<file path="config.mk">
export PLATFORM = sky130hd
export DESIGN_NAME = eabb_queue
export DESIGN_NICKNAME = d
export VERILOG_FILES = /design/src/hw/rtl/eabb_pkg.sv /design/src/hw/rtl/eabb_queue.sv
export SDC_FILE = /design/constraint.sdc
export NUM_CORES = 2
export LEC_CHECK = 0
export BUFFER_PORTS_ARGS = -buffer_cell sky130_fd_sc_hd__buf_2
export CAP_MARGIN = 20
export CORE_MARGIN = 2
export CORE_UTILIZATION = 50
export DETAILED_ROUTE_END_ITERATION = 10
export PLACE_DENSITY = 0.75
export SETUP_SLACK_MARGIN = 0.02
export SYNTH_ARGS = -nofsm -noshare
export SYNTH_HDL_FRONTEND = slang
export SYNTH_SLANG_ARGS = --single-unit
</file>
<file path="constraint.sdc">
create_clock -name i_clk -period 42.9 [get_ports i_clk]
set_clock_uncertainty 0.15 [all_clocks]
set_input_delay 8.58 -clock i_clk [delete_from_list [all_inputs] [get_ports i_clk]]
set_output_delay 8.58 -clock i_clk [all_outputs]
set_load 0.02 [all_outputs]
</file>
<file path="src/hw/rtl/eabb_pkg.sv">
package eabb_pkg;

    // CORDIC datapath width, point sum width, final box width
    localparam int CW = 34;
    localparam int W_PT = 46;
    localparam int W_F = 48;

    localparam int FRONT_STAGES = 4;
    localparam int Q_DEPTH = 8;
    localparam int Q_AW = $clog2(Q_DEPTH);
    // front, queue store, queue output, and seven tail stages
    localparam int LAT_FIXED = FRONT_STAGES + 2 + 7;

    localparam logic signed [CW-1:0] ANG_HALF_PI = 34'sd1686629713;
    localparam logic signed [CW-1:0] ROT_GAIN = 34'sd652032874;

    typedef struct packed {
        logic signed [31:0] center_x;
        logic signed [31:0] center_y;
        logic [30:0]        radius_x;
        logic [30:0]        radius_y;
        logic signed [31:0] xform_a;
        logic signed [31:0] xform_b;
        logic signed [31:0] xform_c;
        logic signed [31:0] xform_d;
        logic signed [31:0] xform_e;
        logic signed [31:0] xform_f;
        logic               stroke_enabled;
        logic [30:0]        stroke_size;
    } t_in_item;

    typedef struct packed {
        logic signed [31:0] box_left;
        logic signed [31:0] box_top;
        logic [30:0]        box_width;
        logic [30:0]        box_height;
    } t_out_item;

    // Normalized vectoring seed of one extreme angle
    typedef struct packed {
        logic signed [CW-1:0] x;
        logic signed [CW-1:0] y;
        logic                 den_zero;
        logic                 num_pos;
        logic                 num_neg;
    } t_seed;

    typedef struct packed {
        t_in_item    item;
        t_seed [1:0] lane;
    } t_seed_item;

    function automatic int steps_used(input int s);
        return (s > 32) ? 32 : s;
    endfunction

    // atan(2^-i), Q2.30, truncated
    function automatic logic [29:0] atan_entry(input logic [4:0] i);
        logic [29:0] v;
        unique case (i)
            5'd0:  v = 30'd843314856;
            5'd1:  v = 30'd497837829;
            5'd2:  v = 30'd263043836;
            5'd3:  v = 30'd133525158;
            5'd4:  v = 30'd67021686;
            5'd5:  v = 30'd33543515;
            5'd6:  v = 30'd16775850;
            5'd7:  v = 30'd8388437;
            5'd8:  v = 30'd4194282;
            5'd9:  v = 30'd2097149;
            5'd10: v = 30'd1048575;
            5'd11: v = 30'd524287;
            5'd12: v = 30'd262143;
            5'd13: v = 30'd131071;
            5'd14: v = 30'd65535;
            5'd15: v = 30'd32767;
            5'd16: v = 30'd16383;
            5'd17: v = 30'd8191;
            5'd18: v = 30'd4095;
            5'd19: v = 30'd2047;
            5'd20: v = 30'd1023;
            5'd21: v = 30'd511;
            5'd22: v = 30'd255;
            5'd23: v = 30'd127;
            5'd24: v = 30'd63;
            5'd25: v = 30'd31;
            5'd26: v = 30'd15;
            5'd27: v = 30'd7;
            5'd28: v = 30'd3;
            5'd29: v = 30'd1;
            default: v = 30'd0;
        endcase
        return v;
    endfunction

endpackage

</file>
<file path="src/hw/rtl/eabb_queue.sv">
module eabb_queue import eabb_pkg::*; (
    input  logic       i_clk,
    input  logic       i_rst_n,
    input  logic       i_push,
    input  t_seed_item i_data,
    output logic       o_valid,
    output t_seed_item o_data,
    output logic       o_full
);

    t_seed_item      r_mem [Q_DEPTH];
    t_seed_item      r_dout;
    logic [Q_AW-1:0] r_wr, r_rd, n_wr, n_rd;
    logic [Q_AW:0]   r_cnt, n_cnt;
    logic            r_dv;
    logic            w_pop;

    // the back end never stalls: drain one word whenever one is stored
    assign w_pop = (r_cnt != '0);

    always_comb begin
        n_wr  = i_push ? r_wr + 1'b1 : r_wr;
        n_rd  = w_pop ? r_rd + 1'b1 : r_rd;
        n_cnt = r_cnt + (Q_AW+1)'(i_push) - (Q_AW+1)'(w_pop);
    end

    always_ff @(posedge i_clk) begin
        if (i_push) begin
            r_mem[r_wr] <= i_data;
        end
        if (w_pop) begin
            r_dout <= r_mem[r_rd];
        end
    end

    always_ff @(posedge i_clk) begin
        if (!i_rst_n) begin
            r_wr  <= '0;
            r_rd  <= '0;
            r_cnt <= '0;
            r_dv  <= 1'b0;
        end else begin
            r_wr  <= n_wr;
            r_rd  <= n_rd;
            r_cnt <= n_cnt;
            r_dv  <= w_pop;
        end
    end

    // leave room for every word still inside the front end
    assign o_full  = (r_cnt >= (Q_AW+1)'(Q_DEPTH - FRONT_STAGES));
    assign o_valid = r_dv;
    assign o_data  = r_dout;

endmodule

</file>
==> out/qor.yml <==
outcome: "finished, final reports clean"
synthTopCellsByArea: "edfxtp_1 (82%), mux4_2 (14%), mux2_2 (3.4%)"
hold_ws_ns: 0.420
layout.nets: 8008
cts_resized: 0
cp.required_ns: 43.30
ir_drop_v: 0.0000656
crit_path_max_incr_delay_ns: 0.89
finalSetupViolCount: 0
syn_avg_cell_area_sq_um: 26.1
grt_pass1_vias: 74269
synthCells: 6247
dr_wl_met2_um: 179000
timing.hold.worst.class: "flop to flop"
synth_top_area_cell: "edfxtp_1"
crit_fanout: 106
cts_tree: "yes"
synthesis.nets: 6750
die_y_um: 575
mappedNetlistArea_sq_um: 163000
grt_start_max_net_pins: 147
row_count: 209
vias: 72651
cts.sinks: 4439
drc: 0
fin_setup_tns_ns: 0
fin_util_pct: 57.5
ctsHoldBuffers: 0
die_w_um: 575
port_buffers: 988
grt_usage_pct: 21.3
ys_types: 27
finalHoldViolations: 0
ios: 989
min_period_ns: 13.58
worstPathArrival_ns: 13.98
top_layer_used: "met5"
rsz0062_at_grt: "false"
worstSetupPathType: "input port to flop"
yosysTopAreaCellShare_pct: 81.6
clock_path_buffers: 4
p_leak_nw: 59.4
clk_pin_slew_ns: 0.06
preCtsSetupSlack_ns: 28.35
place_congestion: 0.780
hpwl_um: 202000
fill_cells: 22097
cts_setup_buffers: 0
drive_above_1_share_pct: 40.4
grt_overflow: 0
power_density_nw_per_um2: 62.3
cts_buffers: 423
crit_family: "buffers and inverters"
ant_nets: 0
worst_pin_slew_ns: 1.16
ys.warnings.count: 0
initialDrtViolationCount: 7951
initial_core_util_pct: 50.2
worstSetupEndpointType: "flop"
antenna_found_initial: 187
cap_violations: 0
cts_max_level: 5
relSlewSlack_pct: 22.8
ys_seq_area_share_pct: 81.8
core_sq_um: 324000
final_max_slew_viol_count: 0
timing.final.crit_share_pct: 31.6
yosys_register_bits: 4439
cts-root-buf: "clkbuf_16"
clock_latency_ns: 0.95
cp_cell_sequence: "buf_2 > nand2_1 > nor2_4 > buf_4 > buf_12 > buf_4 > buf_4 > buf_4"
cp_slowest_cell: "nor2_4"
drtPass1Iterations: 5
cpMostUsedCell: "buf_4"
die-area_sq_um: 330000
setup_ws_ns: 29.32
wl_per_cell_um: 29.2
mostFrequentLayoutCell: "edfxtp_1"
grt_pass1_wl_um: 518000
mostFrequentLayoutCells: "edfxtp_1 (4428), buf_2 (988), mux4_2 (984), mux2_2 (492), clkbuf_16 (428)"
routedLengthMet1_um: 134000
path_buf_inv: 6
wl_um: 358000
viasPerCell: 5.93
start_kind: "input port"
finalPower_mw: 11.6
wl_met3_um: 33700
max_freq_mhz: 73.7
area_growth_pct: 14.5
-- final timing paths --
check,from,end,slack (ns),depth (start not counted)
worst max-delay path,i_push,r_mem[7][165]$_DFFE_PP_,29.32,8
worst min-delay path,r_wr[1]$_SDFFE_PN0P_,r_wr[1]$_SDFFE_PN0P_,0.42,2
worst max register to register,r_rd[1]$_SDFFE_PN0N_,o_data[78]$_DFFE_PN_,36.55,7
worst min register to register,r_wr[1]$_SDFFE_PN0P_,r_wr[1]$_SDFFE_PN0P_,0.42,2
-- cell usage after synthesis --
cell and count:
mux4_2 984, or3_1 1, nor3_1 2, nand2_1 4, xnor2_1 3, buf_2 41, a21boi_0 1, inv_1 10
fa_1 1, a21oi_1 1, xor2_1 1, buf_4 1, buf_6 72, nor2_1 6, nor2b_1 4, and2_1 5
mux2i_1 3, edfxtp_1 4428, buf_1 63, a21o_1 1, mux2_2 492, o21ai_0 1, dfxtp_1 11, nand2b_1 4
ha_1 7, nor3b_1 1, clkbuf_1 99
-- routing by layer --
| metal | GRT usage, % | up-vias |
|---|---|---|
| li1 | - | 29514 |
| met1 | 28.2 | 38787 |
| met2 | 34.8 | 3536 |
| met3 | 5.75 | 688 |
| met4 | 6.51 | 126 |
| met5 | 0 | - |
-- state kept, by name (all words and copies together) (netlist names) --
signal / flops
r_mem: 3936
o_data: 492
r_cnt: 4
r_rd: 3
r_wr: 3
o_valid: 1
-- final cells by class --
cell class              count  area [sq um]  area share, %
flip-flops and latches   4439        133000           71.4
multi-input cells        1522         28100           15.1
clock buffers             521         11100           5.93
repair buffers           1109          6100           3.27
well taps                4325          5410           2.90
clock inverters           247          2440           1.31
diodes                     87           218          0.117
inverters                  10          45.0         0.0241
-- cells by family after synthesis --
logic type                 after synthesis  share of synthesized area (%)
DFF                                   4439                           81.8
muxes                                 1479                           17.0
buffers and inverters                  286                           1.02
and+or+nand+nor                         27                         0.0876
adders and majority gates                8                         0.0661
AOI/OAI and AO/OA                        4                         0.0154
xor gates and xnor gates                 4                         0.0215
-- power breakdown --
part / internal (mW) / switching [mW] / total, mW / leakage (nW)
logic: 1.09 / 1.44 / 2.53 / 12.0
clock network: 2.03 / 1.59 / 3.61 / 6.57
registers: 5.29 / 0.201 / 5.49 / 40.8
total: 8.41 / 3.23 / 11.6 / 59.4
-- metrics by stage --
stage          std cells  cell area (sq um)
3_3_place_gp       11403             173000
3_5_place_dp       11403             173000
6_report           12260             187000
5_1_grt            12216             186000
2_1_floorplan       6247             163000
4_1_cts            12171             186000
-- worst reg2reg max path, cell delays in order (launching register included) --
cell and delay [ns]:
dfxtp_4 0.92, buf_4 0.86, buf_4 0.85, buf_4 0.77
buf_4 0.93, buf_12 0.64, mux4_2 0.72, mux2_2 0.29
(Power assumes the default switching activity.)
